File: config.mk
export PLATFORM = sky130hd
export DESIGN_NAME = quadtree_bitmap_decoder_top
export DESIGN_NICKNAME = d
export VERILOG_FILES = /design/src/rtl/qtd_pkg.sv /design/src/rtl/quadtree_bitmap_decoder_top.sv /design/src/rtl/qtd_front.sv /design/src/rtl/qtd_back.sv
export SDC_FILE = /design/constraint.sdc
export NUM_CORES = 1
export LEC_CHECK = 0
export BUFFER_PORTS_ARGS = -buffer_cell sky130_fd_sc_hd__buf_2
export CORE_MARGIN = 4
export CORE_UTILIZATION = 50
export DETAILED_ROUTE_END_ITERATION = 16
export PLACE_DENSITY = 0.79
export SKIP_CTS_REPAIR_TIMING = 1
export SLEW_MARGIN = 10
export SYNTH_ARGS = -nofsm -noshare
export SYNTH_HDL_FRONTEND = slang
export SYNTH_HIERARCHICAL = 1
export SYNTH_SLANG_ARGS = --single-unit
File: constraint.sdc
create_clock -name clk -period 6.6 [get_ports clk]
set_clock_uncertainty 0.1 [all_clocks]
set_input_delay 0.99 -clock clk [delete_from_list [all_inputs] [get_ports clk]]
set_output_delay 0.99 -clock clk [all_outputs]
set_load 0.02 [all_outputs]
File: src/rtl/qtd_pkg.sv
// Shared types and constants for the quadtree bitmap decoder.
// Symbol codes, the item kinds passed from the front end to the back end, and the result record.
// No dependencies.
package qtd_pkg;

  localparam int SYM_W  = 8;
  localparam int SIZE_W = 4;
  localparam int ROW_W  = 10;
  localparam int SIDE_W = 4;

  localparam logic [SYM_W-1:0] SYM_WHITE = 8'd48;
  localparam logic [SYM_W-1:0] SYM_BLACK = 8'd49;
  localparam logic [SYM_W-1:0] SYM_SPLIT = 8'd52;

  localparam logic [SIZE_W-1:0] SIZE_LOG_RST = 4'd4;

  typedef logic [1:0] kind_t;

  localparam kind_t KIND_WHITE = 2'd0;
  localparam kind_t KIND_BLACK = 2'd1;
  localparam kind_t KIND_SPLIT = 2'd2;
  localparam kind_t KIND_BAD   = 2'd3;

  typedef struct packed {
    logic [ROW_W-1:0]  row;
    logic [ROW_W-1:0]  col;
    logic [SIDE_W-1:0] side_log;
    logic              colour;
    logic              tree_done;
    logic              error;
  } res_t;

endpackage

File: src/rtl/quadtree_bitmap_decoder_top.sv
// A symbol transfer queues its kind; the back end pops it and registers the leaf or error
// result on out_*. The stack update and priority pop are combinational, ahead of that register.
// Throughput: one symbol per cycle unless the output stalls.
// A two-entry queue separates symbol classification from the stack walk; output is registered.
// Reset (rst_n, synchronous, active low) sets size_log to 4, empties stack and queue.
// A write on cfg_we loads size_log and restarts decoding.
module quadtree_bitmap_decoder_top #(
  parameter int MAX_LOG = 10
) (
  input  logic        clk,
  input  logic        rst_n,
  input  logic        cfg_we,
  input  logic [3:0]  cfg_wdata,    // [3:0] size_log
  input  logic        in_tvalid,
  output logic        in_tready,
  input  logic [7:0]  in_tdata,     // [7:0] symbol
  output logic        out_tvalid,
  input  logic        out_tready,
  output logic [31:0] out_tdata,    // [9:0] row, [19:10] col, [23:20] side_log, [24] colour
  output logic        out_tlast,    // tree_done
  output logic        out_tuser     // error
);

  logic           head_valid;
  qtd_pkg::kind_t head_kind;
  logic           pop;
  qtd_pkg::res_t  res;

  qtd_front u_front (
    .clk        (clk),
    .rst_n      (rst_n),
    .in_tvalid  (in_tvalid),
    .in_tready  (in_tready),
    .in_tdata   (in_tdata),
    .head_valid (head_valid),
    .head_kind  (head_kind),
    .pop        (pop)
  );

  qtd_back #(
    .MAX_LOG (MAX_LOG)
  ) u_back (
    .clk        (clk),
    .rst_n      (rst_n),
    .cfg_we     (cfg_we),
    .cfg_wdata  (cfg_wdata),
    .head_valid (head_valid),
    .head_kind  (head_kind),
    .pop        (pop),
    .res_valid  (out_tvalid),
    .res        (res),
    .res_ready  (out_tready)
  );

  assign out_tdata = {7'd0, res.colour, res.side_log, res.col, res.row};
  assign out_tlast = res.tree_done;
  assign out_tuser = res.error;

endmodule

File: src/rtl/qtd_front.sv
// Front end: takes input symbols, classifies them and queues the kind in a two-entry FIFO.
// Depends on qtd_pkg.
module qtd_front (
  input  logic                      clk,
  input  logic                      rst_n,
  input  logic                      in_tvalid,
  output logic                      in_tready,
  input  logic [qtd_pkg::SYM_W-1:0] in_tdata,   // [7:0] symbol
  output logic                      head_valid,
  output qtd_pkg::kind_t            head_kind,
  input  logic                      pop
);

  qtd_pkg::kind_t q_r [2];
  logic           wr_ptr_r, wr_ptr_nxt;
  logic           rd_ptr_r, rd_ptr_nxt;
  logic [1:0]     count_r, count_nxt;
  qtd_pkg::kind_t kind;
  logic           push;

  always_comb begin
    unique case (in_tdata)
      qtd_pkg::SYM_WHITE: kind = qtd_pkg::KIND_WHITE;
      qtd_pkg::SYM_BLACK: kind = qtd_pkg::KIND_BLACK;
      qtd_pkg::SYM_SPLIT: kind = qtd_pkg::KIND_SPLIT;
      default:            kind = qtd_pkg::KIND_BAD;
    endcase
  end

  assign in_tready  = (count_r != 2'd2);
  assign push       = in_tvalid && in_tready;
  assign head_valid = (count_r != 2'd0);
  assign head_kind  = q_r[rd_ptr_r];

  always_comb begin
    wr_ptr_nxt = push ? ~wr_ptr_r : wr_ptr_r;
    rd_ptr_nxt = pop ? ~rd_ptr_r : rd_ptr_r;
    count_nxt  = count_r + {1'b0, push} - {1'b0, pop};
  end

  always_ff @(posedge clk) begin
    if (push) begin
      q_r[wr_ptr_r] <= kind;
    end
  end

  always_ff @(posedge clk) begin
    if (!rst_n) begin
      wr_ptr_r <= 1'b0;
      rd_ptr_r <= 1'b0;
      count_r  <= 2'd0;
    end else begin
      wr_ptr_r <= wr_ptr_nxt;
      rd_ptr_r <= rd_ptr_nxt;
      count_r  <= count_nxt;
    end
  end

endmodule

File: src/rtl/qtd_back.sv
// Back end: walks the quadtree on a child-index stack; registers one result per leaf or error.
// Depends on qtd_pkg.
module qtd_back #(
  parameter int MAX_LOG = 10
) (
  input  logic                       clk,
  input  logic                       rst_n,
  input  logic                       cfg_we,
  input  logic [qtd_pkg::SIZE_W-1:0] cfg_wdata,
  input  logic                       head_valid,
  input  qtd_pkg::kind_t             head_kind,
  output logic                       pop,
  output logic                       res_valid,
  output qtd_pkg::res_t              res,
  input  logic                       res_ready
);

  localparam int KW = $clog2(MAX_LOG + 1);
  localparam int IW = (MAX_LOG > 1) ? $clog2(MAX_LOG) : 1;
  localparam int CW = (KW > qtd_pkg::SIZE_W) ? KW : qtd_pkg::SIZE_W;
  localparam int RW = (MAX_LOG > qtd_pkg::ROW_W) ? MAX_LOG : qtd_pkg::ROW_W;

  logic [1:0]                  stack_r [MAX_LOG];
  logic [1:0]                  stack_nxt [MAX_LOG];
  logic [KW-1:0]               depth_r, depth_nxt;
  logic                        fin_r, fin_nxt;
  logic [qtd_pkg::SIZE_W-1:0]  size_log_r, size_log_nxt;
  logic                        out_valid_r, out_valid_nxt;
  qtd_pkg::res_t               out_res_r, out_res_nxt;

  logic [CW-1:0]               size_ext;
  logic [KW-1:0]               k;
  logic [KW-1:0]               side;
  logic [RW-1:0]               r_full, c_full;
  logic                        found;
  logic [KW-1:0]               jsel;
  logic                        produce;
  qtd_pkg::res_t               leaf;

  assign size_ext = CW'(size_log_r);
  assign k        = (size_ext > CW'(MAX_LOG)) ? KW'(MAX_LOG) : KW'(size_ext);
  assign side     = k - depth_r;
  assign pop      = head_valid && (!out_valid_r || res_ready);

  // Position of the current square from the open levels.
  always_comb begin
    r_full = '0;
    c_full = '0;
    for (int i = 0; i < MAX_LOG; i++) begin
      if (KW'(i) < depth_r) begin
        r_full = r_full | (RW'(stack_r[i][0]) << (k - KW'(i) - KW'(1)));
        c_full = c_full | (RW'(stack_r[i][1]) << (k - KW'(i) - KW'(1)));
      end
    end
  end

  // Deepest open level with a sibling left to visit.
  always_comb begin
    found = 1'b0;
    jsel  = '0;
    for (int i = 0; i < MAX_LOG; i++) begin
      if (KW'(i) < depth_r && stack_r[i] != 2'd3) begin
        found = 1'b1;
        jsel  = KW'(i);
      end
    end
  end

  always_comb begin
    leaf           = '0;
    leaf.row       = r_full[qtd_pkg::ROW_W-1:0];
    leaf.col       = c_full[qtd_pkg::ROW_W-1:0];
    leaf.side_log  = qtd_pkg::SIDE_W'(side);
    leaf.colour    = (head_kind == qtd_pkg::KIND_BLACK);
    leaf.tree_done = !found;
  end

  always_comb begin
    stack_nxt    = stack_r;
    depth_nxt    = depth_r;
    fin_nxt      = fin_r;
    size_log_nxt = size_log_r;
    produce      = 1'b0;
    out_res_nxt  = out_res_r;
    if (cfg_we) begin
      size_log_nxt = cfg_wdata;
      depth_nxt    = '0;
      fin_nxt      = 1'b0;
      for (int i = 0; i < MAX_LOG; i++) begin
        stack_nxt[i] = 2'd0;
      end
    end else if (pop) begin
      if (fin_r) begin
        produce           = 1'b1;
        out_res_nxt       = '0;
        out_res_nxt.error = 1'b1;
      end else begin
        unique case (head_kind) inside
          qtd_pkg::KIND_SPLIT: begin
            if (side == '0) begin
              produce           = 1'b1;
              out_res_nxt       = '0;
              out_res_nxt.error = 1'b1;
            end else begin
              stack_nxt[depth_r[IW-1:0]] = 2'd0;
              depth_nxt = depth_r + KW'(1);
            end
          end
          qtd_pkg::KIND_WHITE, qtd_pkg::KIND_BLACK: begin
            produce     = 1'b1;
            out_res_nxt = leaf;
            if (found) begin
              // advance to the next sibling, dropping the exhausted levels
              stack_nxt[jsel[IW-1:0]] = stack_r[jsel[IW-1:0]] + 2'd1;
              depth_nxt = jsel + KW'(1);
            end else begin
              depth_nxt = '0;
              fin_nxt   = 1'b1;
            end
          end
          default: begin
            produce           = 1'b1;
            out_res_nxt       = '0;
            out_res_nxt.error = 1'b1;
          end
        endcase
      end
    end
    out_valid_nxt = out_valid_r && !res_ready;
    if (produce) begin
      out_valid_nxt = 1'b1;
    end
  end

  always_ff @(posedge clk) begin
    if (!rst_n) begin
      depth_r     <= '0;
      fin_r       <= 1'b0;
      size_log_r  <= qtd_pkg::SIZE_LOG_RST;
      out_valid_r <= 1'b0;
      for (int i = 0; i < MAX_LOG; i++) begin
        stack_r[i] <= 2'd0;
      end
    end else begin
      depth_r     <= depth_nxt;
      fin_r       <= fin_nxt;
      size_log_r  <= size_log_nxt;
      out_valid_r <= out_valid_nxt;
      stack_r     <= stack_nxt;
    end
  end

  always_ff @(posedge clk) begin
    out_res_r <= out_res_nxt;
  end

  assign res_valid = out_valid_r;
  assign res       = out_res_r;

`ifndef NO_ASSERTIONS
  a_depth_le_k: assert property (@(posedge clk) disable iff (!rst_n)
    depth_r <= k) else $error("stack depth exceeds bitmap size");

  a_fin_empty: assert property (@(posedge clk) disable iff (!rst_n)
    fin_r |-> depth_r == '0) else $error("finished tree with open levels");

  a_push_depth: assert property (@(posedge clk) disable iff (!rst_n)
    pop && !cfg_we && !fin_r && head_kind == qtd_pkg::KIND_SPLIT && side != '0
    |=> depth_r == $past(depth_r) + KW'(1)) else $error("split did not push a level");

  a_err_clean: assert property (@(posedge clk) disable iff (!rst_n)
    out_valid_r && out_res_r.error |-> out_res_r.row == '0 && out_res_r.col == '0
    && out_res_r.tree_done == 1'b0) else $error("error result carries leaf fields");
`endif

endmodule

Word-level counts from Yosys, hierarchy flattened
Memories as Yosys holds them, arrays and structs flattened. A register that Yosys moved wholly into a read port is not among the register bits.
Cells that the tools add are included.
{"block": "word_totals", "reg_bits": 61, "mem_bits_rw": 4, "inputBits": 17, "out_inout_bits": 36, "elab_cells": 227, "memories": 1}
{"block": "op_classes", "n_addsub": 24, "magnitude_cmp": 15, "eq_ne": 19, "shifts": 20, "n_mux": 70, "bitwise": 27, "reduce_logical": 28}
{"memory": "u_front.q_r", "words": 2, "width": 2, "read_ports": 1, "rd_clocked_by_memory_dff": 1, "write_ports": 1, "line": "qtd_front.sv:14", "text": "qtd_pkg::kind_t q_r [2];"}
{"cell": "2-to-1 mux 10 bit", "n": 20}
{"cell": "<< shifter 1 x 4 -> 10 bit", "n": 20}
{"cell": "OR 10 bit", "n": 18}
{"cell": "one-hot mux 27 bit (2 select lines)", "n": 1}
{"cell": "2-to-1 mux 4 bit", "n": 11}
{"cell": "2-to-1 mux 20 bit", "n": 2}
{"cell": "one-hot mux 20 bit (2 select lines)", "n": 1}
{"cell": "subtractor 4 x 1 -> 4 bit, second input constant", "n": 10}
{"cell": "2-to-1 mux 27 bit", "n": 1}
{"cell": "== test 8 x 6 -> 1 bit, second input constant", "n": 3}
{"cell": "2-to-1 mux 1 bit", "n": 24}
{"cell": "!= test 2 bit, second input constant", "n": 12}
{"cell": "bitwise AND 20 bit", "n": 1}
{"cell": "bitwise mux 20 bit", "n": 1}
{"cell": "NOT 20 bit", "n": 1}
{"cell": "demux 2 bit (select 4 bit)", "n": 2}
{"cell": "< comparator 3 x 4 -> 1 bit, first input constant", "n": 4}
{"cell": "subtractor 4 x 3 -> 4 bit, second input constant", "n": 4}
{"cell": "logical AND 1 bit", "n": 15}
{"cell": ">= comparator 5 bit, second input constant", "n": 2}
{"cell": "< comparator 5 x 1 -> 1 bit, second input constant", "n": 2}
{"cell": "NOT 4 -> 5 bit", "n": 2}
{"cell": "adder 4 x 1 -> 4 bit, second input constant", "n": 2}
{"cell": "binary-select mux 2 bit (select 4 bit)", "n": 1}
{"cell": "other kinds (27)", "n": 43}

Logic depth before layout (Yosys ltp)
Gate-level depths: netlist of run 1.
{"block": "depth", "word_depth": 24, "depth_mapped": 16}

Modules after synthesis
The synthesis of run 1 kept the hierarchy.
{"module": "qtd_back", "n_inst": 1, "cells_each": 607, "area_each_um2": 4647.0, "seq_area_each_um2": 1411.4}
{"module": "qtd_front", "n_inst": 1, "cells_each": 39, "area_each_um2": 435.4, "seq_area_each_um2": 220.2}
{"module": "quadtree_bitmap_decoder_top", "n_inst": 1, "cells_each": 8, "area_each_um2": 56.3, "seq_area_each_um2": 0.0}

Least setup slack after synthesis of run 1
Ideal clock, no wire load.
{"block": "synth_path", "path_kind": "register to register", "from": "register u_back.size_log_r (netlist bit u_back/size_ext[2])", "to": "register u_back.out_res_r (netlist bit u_back/res[0]), enable pin", "setup_time_ns": 0.445, "t_arrival_ns": 4.478, "setup_slack_ns": 1.577, "stages_incl_launch_ff": 14, "path_buffers": 3, "synth_period_minus_slack_ns": 5.023, "cell_sequence": "dfxtp_1 clkbuf_1 o21ai_0 nand2_1 clkbuf_1 clkbuf_1 ha_1 a21boi_0 a221oi_1 xnor2_1 a41oi_1 nand2_1 nor2_1 nor3_1"}
{"block": "synth_between", "elab_chain_cells": 6}
{"element": "from (decl)", "line": "qtd_back.sv:27", "text": "logic [qtd_pkg::SIZE_W-1:0] size_log_r, size_log_nxt;"}
{"element": "from (signal assigned)", "line": "qtd_back.sv:139", "text": "size_log_r <= qtd_pkg::SIZE_LOG_RST;"}
{"element": "from (signal assigned)", "line": "qtd_back.sv:147", "text": "size_log_r <= size_log_nxt;"}
{"element": "> comparator 4 bit", "line": "qtd_back.sv:41", "text": "assign k = (size_ext > CW'(MAX_LOG)) ? KW'(MAX_LOG) : KW'(size_ext);"}
{"element": "2-to-1 mux 4 bit (*)", "line": "qtd_back.sv:41"}
{"element": "subtractor 4 bit (*)", "line": "qtd_back.sv:42", "text": "assign side = k - depth_r;"}
{"element": "logical NOT 4 bit (*)", "line": "qtd_back.sv:100", "text": "if (side == '0) begin"}
{"element": "!= test 3 x 2 -> 1 bit (no line) (*)"}
{"element": "AND reduction 3 bit (no line) (*)"}
{"element": "to (signal assigned)", "line": "qtd_back.sv:154", "text": "out_res_r <= out_res_nxt;"}
{"element": "to (decl)", "line": "qtd_back.sv:29", "text": "qtd_pkg::res_t out_res_r, out_res_nxt;"}
Mark *: on every way between the ends. The rest lies on a longest branch, timed or not.
A chain may end at the register's enable or synchronous reset.

Worst setup path after layout of run 1
{"block": "layout_path", "from": "register u_back.size_log_r (netlist bit u_back/size_ext[1])", "to": "register u_back.out_res_r (netlist bit u_back/res[7]), data pin"}
{"block": "layout_between", "elab_chain_cells": 24, "word_cells_on_any_way": 50}
{"element": "> comparator 4 bit", "line": "qtd_back.sv:41"}
{"element": "2-to-1 mux 4 bit (*)", "line": "qtd_back.sv:41"}
{"element": "subtractor 4 x 1 -> 4 bit", "line": "qtd_back.sv:52", "text": "c_full = c_full | (RW'(stack_r[i][1]) << (k - KW'(i) - KW'(1)));"}
{"element": "subtractor 4 x 1 -> 4 bit or << shifter 1 x 4 -> 10 bit (tied branches)", "line": "qtd_back.sv:52"}
{"element": "<< shifter 1 x 4 -> 10 bit or 2-to-1 mux 10 bit (tied branches)", "line": "qtd_back.sv:52, qtd_back.sv:50"}
{"element": "OR 10 bit", "line": "qtd_back.sv:52"}
{"element": "2-to-1 mux 10 bit", "line": "qtd_back.sv:50", "text": "if (KW'(i) < depth_r) begin"}
{"element": "OR 10 bit", "line": "qtd_back.sv:52"}
{"element": "[8 not listed]"}
{"element": "2-to-1 mux 10 bit", "line": "qtd_back.sv:50"}
{"element": "OR 10 bit", "line": "qtd_back.sv:52"}
{"element": "2-to-1 mux 10 bit", "line": "qtd_back.sv:50"}
{"element": "OR 10 bit", "line": "qtd_back.sv:52"}
{"element": "2-to-1 mux 10 bit", "line": "qtd_back.sv:50"}
{"element": "OR 10 bit", "line": "qtd_back.sv:52"}
{"element": "2-to-1 mux 10 bit (*)", "line": "qtd_back.sv:50"}
{"element": "one-hot mux 27 bit (2 select lines) (*)", "line": "qtd_back.sv:98", "text": "unique case (head_kind) inside"}
Marks and branches as above.

==> impl_results.md, run 1 <==
* Area used by multi-input combinational logic at approximately 3200 sq um
* Sink Count at 66
* Final Wtd Congestion at approximately 1.1
* Initial DRT Pass Iterations at 6
* Ant. Diodes at 0
* Die H at between 100 and 150 um
* WHS Path Cells at 2
* Worst hold start: u_back/stack_r[2]$_SDFFE_PP0P_
* Commonest non-fill, non-tap cell in the layout: nand2_1
* Seq pwr share at a little over two fifths
* Initial antenna violation count at 0
* Final hold vios at 0
* Sw Share at approximately 33%
* Int Power at 0.791 mW
* Worst r2r src: u_back/size_ext[1]$_SDFFE_PN0P_
* Iter 0 DRT Violations at around 550
* Post-synthesis to final-layout area growth at 8.69%
* Synthesized area at around 5100 sq um
* FMAX at approximately 220 MHz
* I/O Pins at between 50 and 60
* Commonest non-fill, non-tap cells in the layout: 74 x nand2_1, 65 x nor2_1, 51 x a21oi_1
* Yosys warnings at 6
* Pin count of the biggest net entering global routing at 33
* CTS Buffer Depth at 2
* Final #Nets at slightly above 700
* CTS root buf: clkbuf_8
* Via/cell ratio at between 6 and 7
* Clock tree from TritonCTS: yes
* FF/Latch Area at between 1500 and 2000 sq um
* Cell variety after synth at 78
* H-Tree Depth at 3
* Gr usage total at between 20% and 30%
* Maxcap violations at 0
* Slew @ Worst Pin at between 900 and 1000 ps
* CP startpoint kind: register
* Worst R2R Path Depth at 11
* Sink of the worst hold path: u_back/stack_r[2]$_SDFFE_PP0P_
* Type of the worst setup path: reg2reg
* Die W at approximately 110 um
* Psw at 0.392 mW
* Vias in the first global route at 5033
* Most used DFF post-synth: dfxtp_1
* Power density over cell area at 212 nW/um^2
* HPWL Detailed at between 10 and 15 mm
* Synth Instances at between 600 and 700
* Slew HR at about a third
* Post-synth top area share at 18.1%
* Synth top area cells: edfxtp_1 18%, dfxtp_1 14%, nand2_1 5.4%, a21oi_1 5.0%, nor2_1 4.7%
* Routed len/inst at between 20 and 25 um
* Starting Density at around half
* Max stage delay cell, worst path: ha_1
* Max FO, Critical Path at 32
* RSZ-0062 raised after global routing: no
* Filler cell count at about 950
* Avg Synthesized Cell Area at 7.86 sq um
* CTS Buf Count at 9
* Max stage delay on crit path at approximately 910 ps
* Final Util at between 50% and 60%
* DRC at 0
* WL final at 17.3 mm
* Reg clk slew, reported paths at about 80 ps
* Final Cycle Share at about 69%
* CP Data Arrival Time at ~4600 ps
* Setup TNS at 0 ps
* R2R setup slack at roughly 2000 ps
* Slew Limit Fails at 0
* Period minus WS final at between 4000 and 5000 ps
* Worst path cell trace: o21ai_0 -> nand2_1 -> inv_1 -> ha_1 -> nand4_1 -> xnor2_1 -> nor3_1 -> a211oi_1 -> a21oi_1 -> o21ai_0 -> a21oi_1
* Asr flop ratio synth at 0%
* Final setup fails at 0
* Core Rows at 36
* Pwr Total at between 1 and 1.5 mW
* Layout cell share with drive strength beyond 1 at between 10 and 15%
* First-pass GRT wire length at between 20 and 30 mm
* Die area at ~12000 sq um
* Combinational cell fraction of total power at a little over a quarter
* Placeable Area at ~9900 sq um
* Flip-flop and latch count after synthesis at 66
* P_leak at 1.88 nW
* Min-delay worst type: reg2reg
* GRT Residual Overflow at 0
* Port bufs at 45
* CP endpoint kind: register
* Via count at approximately 5400
* Worst VDD drop at 0.107 mV
* Outcome: completed
* Crit Reg-Reg Endpoint: u_back/res[7]$_SDFFCE_PP0P_
* Antenna-violating nets left at 0
* Clock group share of total power at between 30% and 40%
* Worst-skew pair later-pin latency at approximately 360 ps
* EDFF count, synth at 31
* Synth area leader: edfxtp_1
* Post-synthesis sequential area ratio at approximately a third
* Critical Path RT at approximately 6700 ps
-- registers in the layout (all words and copies together), names as in the netlist, named ones only --
register	count
u_back/res	27
u_front/count_r	2
u_front/rd_ptr_r	1
u_back/depth_r	4
u_front/wr_ptr_r	1
u_back/stack_r	20
u_back/size_ext	4
u_front/q_r	4
u_back/res_valid	1
u_back/fin_r	1
-- final cells by class --
cell class / instances / share of cell area, %
multi-input cells: 524 / 57.7
flip-flops and latches: 66 / 29.2
repair buffers: 51 / 4.84
well taps: 133 / 2.98
clock buffers: 10 / 2.28
inverters: 23 / 1.55
clock inverters: 6 / 1.46
-- power by group through the flow --
| stage | Sequential (mW) | Clock (mW) | Combinational (mW) |
|---|---|---|---|
| 2_1_floorplan | 0.553 | 0 | 0.176 |
| 4_1_cts | 0.502 | 0.376 | 0.306 |
| 3_3_place_gp | 0.509 | 0 | 0.303 |
| 5_1_grt | 0.506 | 0.393 | 0.336 |
| 3_5_place_dp | 0.511 | 0 | 0.305 |
| 6_report | 0.501 | 0.371 | 0.310 |
-- synth_stat cells (all sizes together), types with 6 or more instances --
library cell / count
nand2: 75
nor2: 65
a21oi: 51
o21ai: 50
dfxtp: 35
edfxtp: 31
clkbuf: 28
nand3: 27
inv: 22
a31oi: 19
buf: 19
ha: 16
nor3: 15
xnor2: 12
o211ai: 11
o22ai: 11
mux2i: 10
a22oi: 9
nand4: 9
a32oi: 8
and2: 8
nand2b: 8
a211oi: 7
a221oi: 7
or2: 7
or3: 7
nor2b: 6
-- routing by layer --
layer / track usage (%) / share of wire (%) / vias to the layer above
met3: 5.46 / 9.6 / 72
met5: 0 / 0 / -
met2: 46.6 / 45 / 327
met4: 15.9 / 5.2 / 0
met1: 38.8 / 40 / 2490
li1: - / - / 2472
-- logic make-up (layout without fill, tap and decap cells) --
| family | after synthesis | count (layout) | synth area share, % |
|---|---|---|---|
| mux | 15 | 15 | 3.04 |
| xor+xnor | 15 | 15 | 2.70 |
| simple gates | 246 | 246 | 23.0 |
| other cells | 1 | 7 | 0.0730 |
| compound gates | 225 | 225 | 29.3 |
| buf+inv | 70 | 90 | 6.16 |
| flops | 66 | 66 | 31.8 |
| fa+ha+maj | 16 | 16 | 3.90 |
-- worst max-delay path: cells and delay by family (launching register included) --
kind / cells / cell delay, ps
and+or+nand+nor: 3 / 960
adders and majority gates: 1 / 910
xor gates and xnor gates: 1 / 210
AOI/OAI and AO/OA: 5 / 1210
buffers and inverters: 1 / 570
DFF: 1 / 420
-- per-stage QoR --
| step | instance area [sq um] | worst slack (ps) | instances | hold WS, ps |
|---|---|---|---|---|
| floorplan | 5160 | 1580 | 660 | 374 |
| global placement | 5370 | 2110 | 797 | 400 |
| detailed placement | 5370 | 2270 | 797 | 416 |
| CTS | 5580 | 2200 | 813 | 433 |
| global route | 5590 | 1720 | 813 | 468 |
| finish | 5590 | 2040 | 813 | 440 |
-- worst max path at each step --
stage                                    startpoint                           to
finish              u_back/size_ext[1]$_SDFFE_PN0P_  u_back/res[7]$_SDFFCE_PP0P_
global route        u_back/size_ext[1]$_SDFFE_PN0P_  u_back/res[7]$_SDFFCE_PP0P_
global placement    u_back/size_ext[1]$_SDFFE_PN0P_  u_back/res[7]$_SDFFCE_PP0P_
floorplan           u_back/size_ext[2]$_SDFFE_PN1P_  u_back/res[0]$_SDFFCE_PP1P_
CTS                 u_back/size_ext[1]$_SDFFE_PN0P_  u_back/res[7]$_SDFFCE_PP0P_
detailed placement  u_back/size_ext[1]$_SDFFE_PN0P_  u_back/res[7]$_SDFFCE_PP0P_
Note: power is estimated with default switching activity, not from simulation.
==> inputs of run 2 (changes only) <==
- ABC_AREA: not set -> 1
- clock period: 6.6 -> 4.7 ns (I/O delays scaled with it)
==> impl_results.md, run 2 <==
* Filler cell count at 1156 (+22%)
* Final Wtd Congestion at 1.05 (-0.92%)
* Placeable Area at 11400 sq um (+15%)
* Starting Density at 50.9% (-0.98 points)
* Top-count cell post-synth: nand2_1
* H-Tree Depth at 3 (unchanged)
* Min-delay worst type: reg2reg
* CP Data Arrival Time at 3720 ps (-920 ps)
* Reg clk slew, reported paths at 60 ps (-20 ps)
* Combinational cell fraction of total power at 33.6% (+7.4 points)
* Via/cell ratio at 6.11 (-7.3%)
* Sink Count at 66 (unchanged)
* EDFF count, synth at 31 (unchanged)
* CP startpoint kind: register
* GR Layer Usage met3 at 8.15% (+2.7 points)
* Synth top area cells: edfxtp_1 16%, dfxtp_1 12%, nand2_1 11%, inv_1 7.9%, nand3_1 7.4%
* Asr flop ratio synth at 0% (unchanged)
* Maxcap violations at 0 (unchanged)
* Number of flip-flops under the largest register name at 27 (unchanged)
* Outcome: completed
* Pin count of the biggest net entering global routing at 28 (-15%)
* Antenna-violating nets left at 0 (unchanged)
* HPWL Detailed at 15.8 mm (+23%)
* Die H at 116 um (+5.9%)
* Psw at 0.807 mW (+110%)
* CTS Buf Count at 9 (unchanged)
* Post-synthesis sequential area ratio at 28.1% (-3.7 points)
* Int Power at 1.27 mW (+60%)
* Clock tree from TritonCTS: yes
* Synth top cells by count: 163 x nand2_1, 123 x inv_1, 101 x nor2_1
* Sw Share at 38.9% (+5.8 points)
* CTS Buffer Depth at 2 (unchanged)
* Die area at 13400 sq um (+12%)
* Final setup fails at 0 (unchanged)
* CTS root buf: clkbuf_16
* Power density over cell area at 323 nW/um^2 (+52%)
* Max FO, Critical Path at 13 (-59%)
* Flip-flop and latch count after synthesis at 66 (unchanged)
* Gr usage total at 31.2% (+1.5 points)
* WL final at 20.8 mm (+20%)
* Port bufs at 45 (unchanged)
* Layout cell share with drive strength beyond 1 at 14.3% (+0.52 points)
* Slew @ Worst Pin at 781 ps (-200 ps)
* Core Rows at 39 (+8.3%)
* Avg Synthesized Cell Area at 6.53 sq um (-17%)
* Slew Limit Fails at 0 (unchanged)
* GRT Residual Overflow at 0 (unchanged)
* M2 GR Usage at 47.5% (+0.88 points)
* CP endpoint kind: register
* Period minus WS final at 3750 ps (-813 ps)
* P_leak at 2.55 nW (+36%)
* Final Cycle Share at 79.8% (+11 points)
* Vias in the first global route at 5917 (+18%)
* Final hold vios at 0 (unchanged)
* Synthesized area at 5810 sq um (+13%)
* Yosys warnings at 6 (unchanged)
* Iter 0 DRT Violations at 744 (+35%)
* Type of the worst setup path: reg2reg
* Worst VDD drop at 0.298 mV (+180%)
* Ant. Diodes at 0 (unchanged)
* Critical Path RT at 4670 ps (-2010 ps)
* Worst-skew pair later-pin latency at 350 ps (about the same)
* M1 GR Usage at 41.4% (+2.6 points)
* I/O Pins at 53 (unchanged)
* Final #Nets at 962 (+36%)
* Cell variety after synth at 57 (-27%)
* Most used DFF post-synth: dfxtp_1
* First-pass GRT wire length at 32.0 mm (+19%)
* Post-synthesis to final-layout area growth at 10.6%
* Synth Instances at 889 (+36%)
* Commonest non-fill, non-tap cells in the layout: 163 x nand2_1, 123 x inv_1, 101 x nor2_1
* Setup TNS at 0 ps (unchanged)
* GR peak layer: met2
* Routed len/inst at 19.3 um (-9.3%)
* Final Util at 56.3% (-0.074 points)
* RSZ-0062 raised after global routing: no
* Slew HR at 46.6% (+12 points)
* Synth area leader: edfxtp_1
* Die W at 116 um (+5.9%)
* Clock group share of total power at 31.3% (about the same)
* Via count at 6581 (+23%)
* Seq pwr share at 35.0% (-7.4 points)
* Initial antenna violation count at 0 (unchanged)
* Initial DRT Pass Iterations at 6 (unchanged)
* FMAX at 267 MHz (+22%)
* Commonest non-fill, non-tap cell in the layout: nand2_1
* Post-synth top area share at 16.0% (-2.1 points)
* DRC at 0 (unchanged)
==> run 2: changes by cell type after synthesis, moves of 9 or more <==
cell      before  now
nand2_1       74  163
a22oi_1        9    0
inv_2          0   13
a31oi_1       19   10
nor2_2         0    9
clkbuf_1      27   15
nand4_1        9   21
mux2i_1       10    0
inv_1         22  123
nor2_1        65  101
nor3_1        13   49
nand2_2        1   12
xnor2_1       11    2
nand3_1       27   86
==> run 2: through the flow <==
step	hold WS [ps]	cells	power (mW)	worst slack [ps]	area, sq um
detailed placement	381	1061	1.43	1140	6140
finish	392	1077	2.08	949	6430
CTS	394	1077	2.08	1120	6430
global route	424	1077	2.18	768	6430
floorplan	364	895	1.24	1340	5830
global placement	374	1061	1.41	1140	6140
==> run 2: cell type report <==
type	instances	area, sq um	share of cell area [%]
multi-input combinational	657	3510	54.6
sequential	66	1630	25.4
inverter	140	526	8.18
timing repair buffer	55	300	4.67
clock buffer	13	262	4.07
tap	143	179	2.78
clock inverter	3	22.5	0.350
==> run 2: path summary, 6_finish.rpt <==
check / start / end / slack (ps) / cells after the start
setup / recovery: u_back/size_ext[3]$_SDFFE_PN0P_ / u_back/res[10]$_SDFFCE_PP0P_ / 950 / 14
hold / removal: u_front/rd_ptr_r$_SDFFE_PN0P_ / u_front/rd_ptr_r$_SDFFE_PN0P_ / 390 / 2
setup reg to reg: u_back/size_ext[3]$_SDFFE_PN0P_ / u_back/res[10]$_SDFFCE_PP0P_ / 950 / 14
hold reg to reg: u_front/rd_ptr_r$_SDFFE_PN0P_ / u_front/rd_ptr_r$_SDFFE_PN0P_ / 390 / 2
==> run 2: kinds of logic (layout without fill, tap and decap cells) <==
family	Yosys count	in the layout	share of synthesized area, %
mux	2	2	0.388
fa+ha+maj	16	16	3.45
other cells	1	7	0.0646
xor+xnor	7	7	1.31
compound gates	162	162	17.8
flops	66	66	28.1
simple gates	463	463	37.0
buf+inv	172	211	11.9
==> run 2: routing by layer <==
layer	share of wire [%]	wire length (um)	vias up
met5	0	0	-
met3	12	2430	78
li1	-	-	3077
met2	44	9080	424
met1	40	8250	3002
met4	5.1	1060	0
==> run 2: power by group through the flow <==
stage / registers [mW] / clock network (mW) / logic, mW
after global routing: 0.735 / 0.687 / 0.760
after floorplan: 0.794 / 0 / 0.443
final: 0.727 / 0.650 / 0.698
after CTS: 0.727 / 0.663 / 0.691
after global placement: 0.735 / 0 / 0.679
after detailed placement: 0.739 / 0 / 0.686
==> run 2: worst max-delay path, stage by stage, from the launching register on <==
cell       delay (ps)
dfxtp_1           640
nand2_2           190
o21ai_2           260
inv_1             160
ha_1              260
inv_1              70
nor2_1             50
nor2_1            200
nand2_1            80
nand2_1           260
nor3_1            210
nand2_1           120
a21oi_1            70
a2111oi_0         720
nor2_1             90
==> inputs of run 3 (changes only) <==
- PLACE_DENSITY: 0.79 -> 0.82
- clock period: 4.7 -> 3.31 ns (I/O delays scaled with it)
==> impl_results.md, run 3 (synthesis results as in run 2) <==
* Worst-skew pair later-pin latency at 350 ps (about the same)
* Min-delay worst type: in2reg
* CP delay by family, top: simple AND/OR/NAND/NOR gates
* Max stage delay on crit path at 410 ps (-310 ps)
* Final #Nets at 993 (+3.2%)
* CP Data Arrival Time at 3330 ps (-390 ps)
* Filler cell count at 1128 (-2.4%)
* DRC at 0 (unchanged)
* Post-synthesis to final-layout area growth at 16.2%
* Type of the worst setup path: reg2reg
* Final Util at 59.1% (+2.8 points)
* Die area at 13400 sq um (unchanged)
* Initial antenna violation count at 0 (unchanged)
* Final Cycle Share at 94.9% (+15 points)
* Number of flip-flops under the largest register name at 27 (unchanged)
* Worst path cell trace: inv_2 -> nand2_2 -> nand2_2 -> o21ai_2 -> inv_1 -> ha_1 -> a31oi_1 -> xor2_2 -> nand3_2 -> nand2_4 -> nor2_8 -> buf_4 -> buf_4 -> nand3_1 -> nand2_1 -> a21oi_2
* GRT Residual Overflow at 0 (unchanged)
* Via count at 6792 (+3.2%)
* Final setup fails at 0 (unchanged)
* Pin count of the biggest net entering global routing at 28 (unchanged)
* Max stage delay cell, worst path: dfxtp_1
* P_leak at 2.73 nW (+7.0%)
* Critical path buffer and inverter count at 4 (+2)
* HPWL Detailed at 16.2 mm (+2.9%)
* Die W at 116 um (unchanged)
* CTS root buf: clkbuf_16
* Power density over cell area at 459 nW/um^2 (+42%)
* M1 WL at 8.23 mm (-0.25%)
* H-Tree Depth at 3 (unchanged)
* Final hold vios at 0 (unchanged)
* Setup TNS at 0 ps (unchanged)
* CP endpoint kind: register
* Period minus WS final at 3140 ps (-610 ps)
* Critical Path RT at 3500 ps (-1170 ps)
* Commonest non-fill, non-tap cells in the layout: 163 x nand2_1, 121 x inv_1, 101 x nor2_1
* I/O Pins at 53 (unchanged)
* Sink Count at 66 (unchanged)
* Slew @ Worst Pin at 764 ps (-16.7 ps)
* CP startpoint kind: register
* Cell area after layout at 6750 sq um (+5.0%)
* Placeable Area at 11400 sq um (unchanged)
* Ant. Diodes at 0 (unchanged)
* Port bufs at 45 (unchanged)
* Gr usage total at 32.3% (+1.0 points)
* Core Rows at 39 (unchanged)
* Vias in the first global route at 6167 (+4.2%)
* Wire length on met3 at 2.75 mm (+13%)
* FMAX at 318 MHz (+19%)
* Final Wtd Congestion at 1.01 (-3.6%)
* Slew HR at 48.7% (+2.1 points)
* Reg clk slew, reported paths at 60 ps (about the same)
* Worst VDD drop at 0.401 mV (+34%)
* Antenna-violating nets left at 0 (unchanged)
* Layout cell share with drive strength beyond 1 at 18.1% (+3.8 points)
* Max Used Layer: met4
* CTS Buffer Depth at 2 (unchanged)
* Outcome: completed
* Placed inst area at 6370 sq um (+3.6%)
* CTS Buf Count at 9 (unchanged)
* Max FO, Critical Path at 9 (-4)
* WL final at 21.5 mm (+3.1%)
* Starting Density at 50.9% (unchanged)
* Clock tree from TritonCTS: yes
* First-pass GRT wire length at 33.3 mm (+4.0%)
* Via/cell ratio at 6.13 (+0.32%)
* Initial DRT Pass Iterations at 6 (unchanged)
* Iter 0 DRT Violations at 909 (+22%)
* Maxcap violations at 0 (unchanged)
* Commonest non-fill, non-tap cell in the layout: nand2_1
* Met2 Wirelength at 9.33 mm (+2.7%)
* Slew Limit Fails at 0 (unchanged)
* Routed len/inst at 19.4 um (+0.23%)
* Die H at 116 um (unchanged)
==> run 3: cell count changes in the layout (fill, tap and decap cells not counted), moves of 2 or more <==
cell,previous run,this run
nor3_2,1,3
a2111oi_0,3,0
buf_4,10,39
a2111oi_2,0,2
clkbuf_1,3,0
nor3_1,49,47
inv_1,123,121
buf_12,0,2
==> run 3: power breakdown <==
group / switching (mW) / total, mW / internal (mW)
clock network: 0.386 / 0.991 / 0.605
registers: 0.0446 / 1.03 / 0.982
logic: 0.763 / 1.08 / 0.318
total: 1.19 / 3.10 / 1.90
==> run 3: layout make-up <==
type                            instances  area, sq um  share of cell area, %
Timing Repair Buffer                   86          558                   8.27
Clock inverter                          6         65.1                  0.964
Sequential cell                        66         1630                   24.2
Clock buffer                           10          239                   3.54
Inverter                              140          529                   7.84
Multi-Input combinational cell        657         3550                   52.6
Tap cell                              143          179                   2.65
==> run 3: worst reg2reg max path, stage by stage, from the launching register on <==
cell and delay [ps]:
dfxtp_1 410, inv_2 70, nand2_2 100, nand2_2 100
o21ai_2 190, inv_1 140, ha_1 350, a31oi_1 340
xor2_2 310, nand3_2 130, nand2_4 170, nor2_8 70
buf_4 180, buf_4 150, nand3_1 60, nand2_1 80
a21oi_2 140
==> run 3: stage by stage <==
step	hold WS, ps	total power [mW]	setup WS, ps	cells
2_1_floorplan	364	1.76	18.0	895
3_3_place_gp	374	2.07	263	1087
3_5_place_dp	385	2.09	231	1087
4_1_cts	284	3.07	164	1103
5_1_grt	315	3.24	-66.5	1108
6_report	282	3.10	168	1108
==> run 3: final timing paths <==
| path | to | depth (start not counted) | slack, ps | start |
|---|---|---|---|---|
| setup reg to reg | u_back/stack_r[11]$_SDFFE_PP0P_ | 16 | 170 | u_back/size_ext[2]$_SDFFE_PN1P_ |
| hold reg to reg | u_back/res_valid$_SDFF_PN0_ | 2 | 390 | u_back/res_valid$_SDFF_PN0_ |
| setup / recovery | u_back/stack_r[11]$_SDFFE_PP0P_ | 16 | 170 | u_back/size_ext[2]$_SDFFE_PN1P_ |
| hold / removal | u_back/size_ext[2]$_SDFFE_PN1P_ | 3 | 280 | cfg_wdata[2] |
==> run 3: per-layer routing <==
| layer | up-vias | track usage (%) |
|---|---|---|
| met2 | 461 | 49.5 |
| met1 | 3080 | 43.5 |
| met3 | 104 | 7.10 |
| met5 | - | 0 |
| li1 | 3147 | - |
| met4 | 0 | 14.7 |
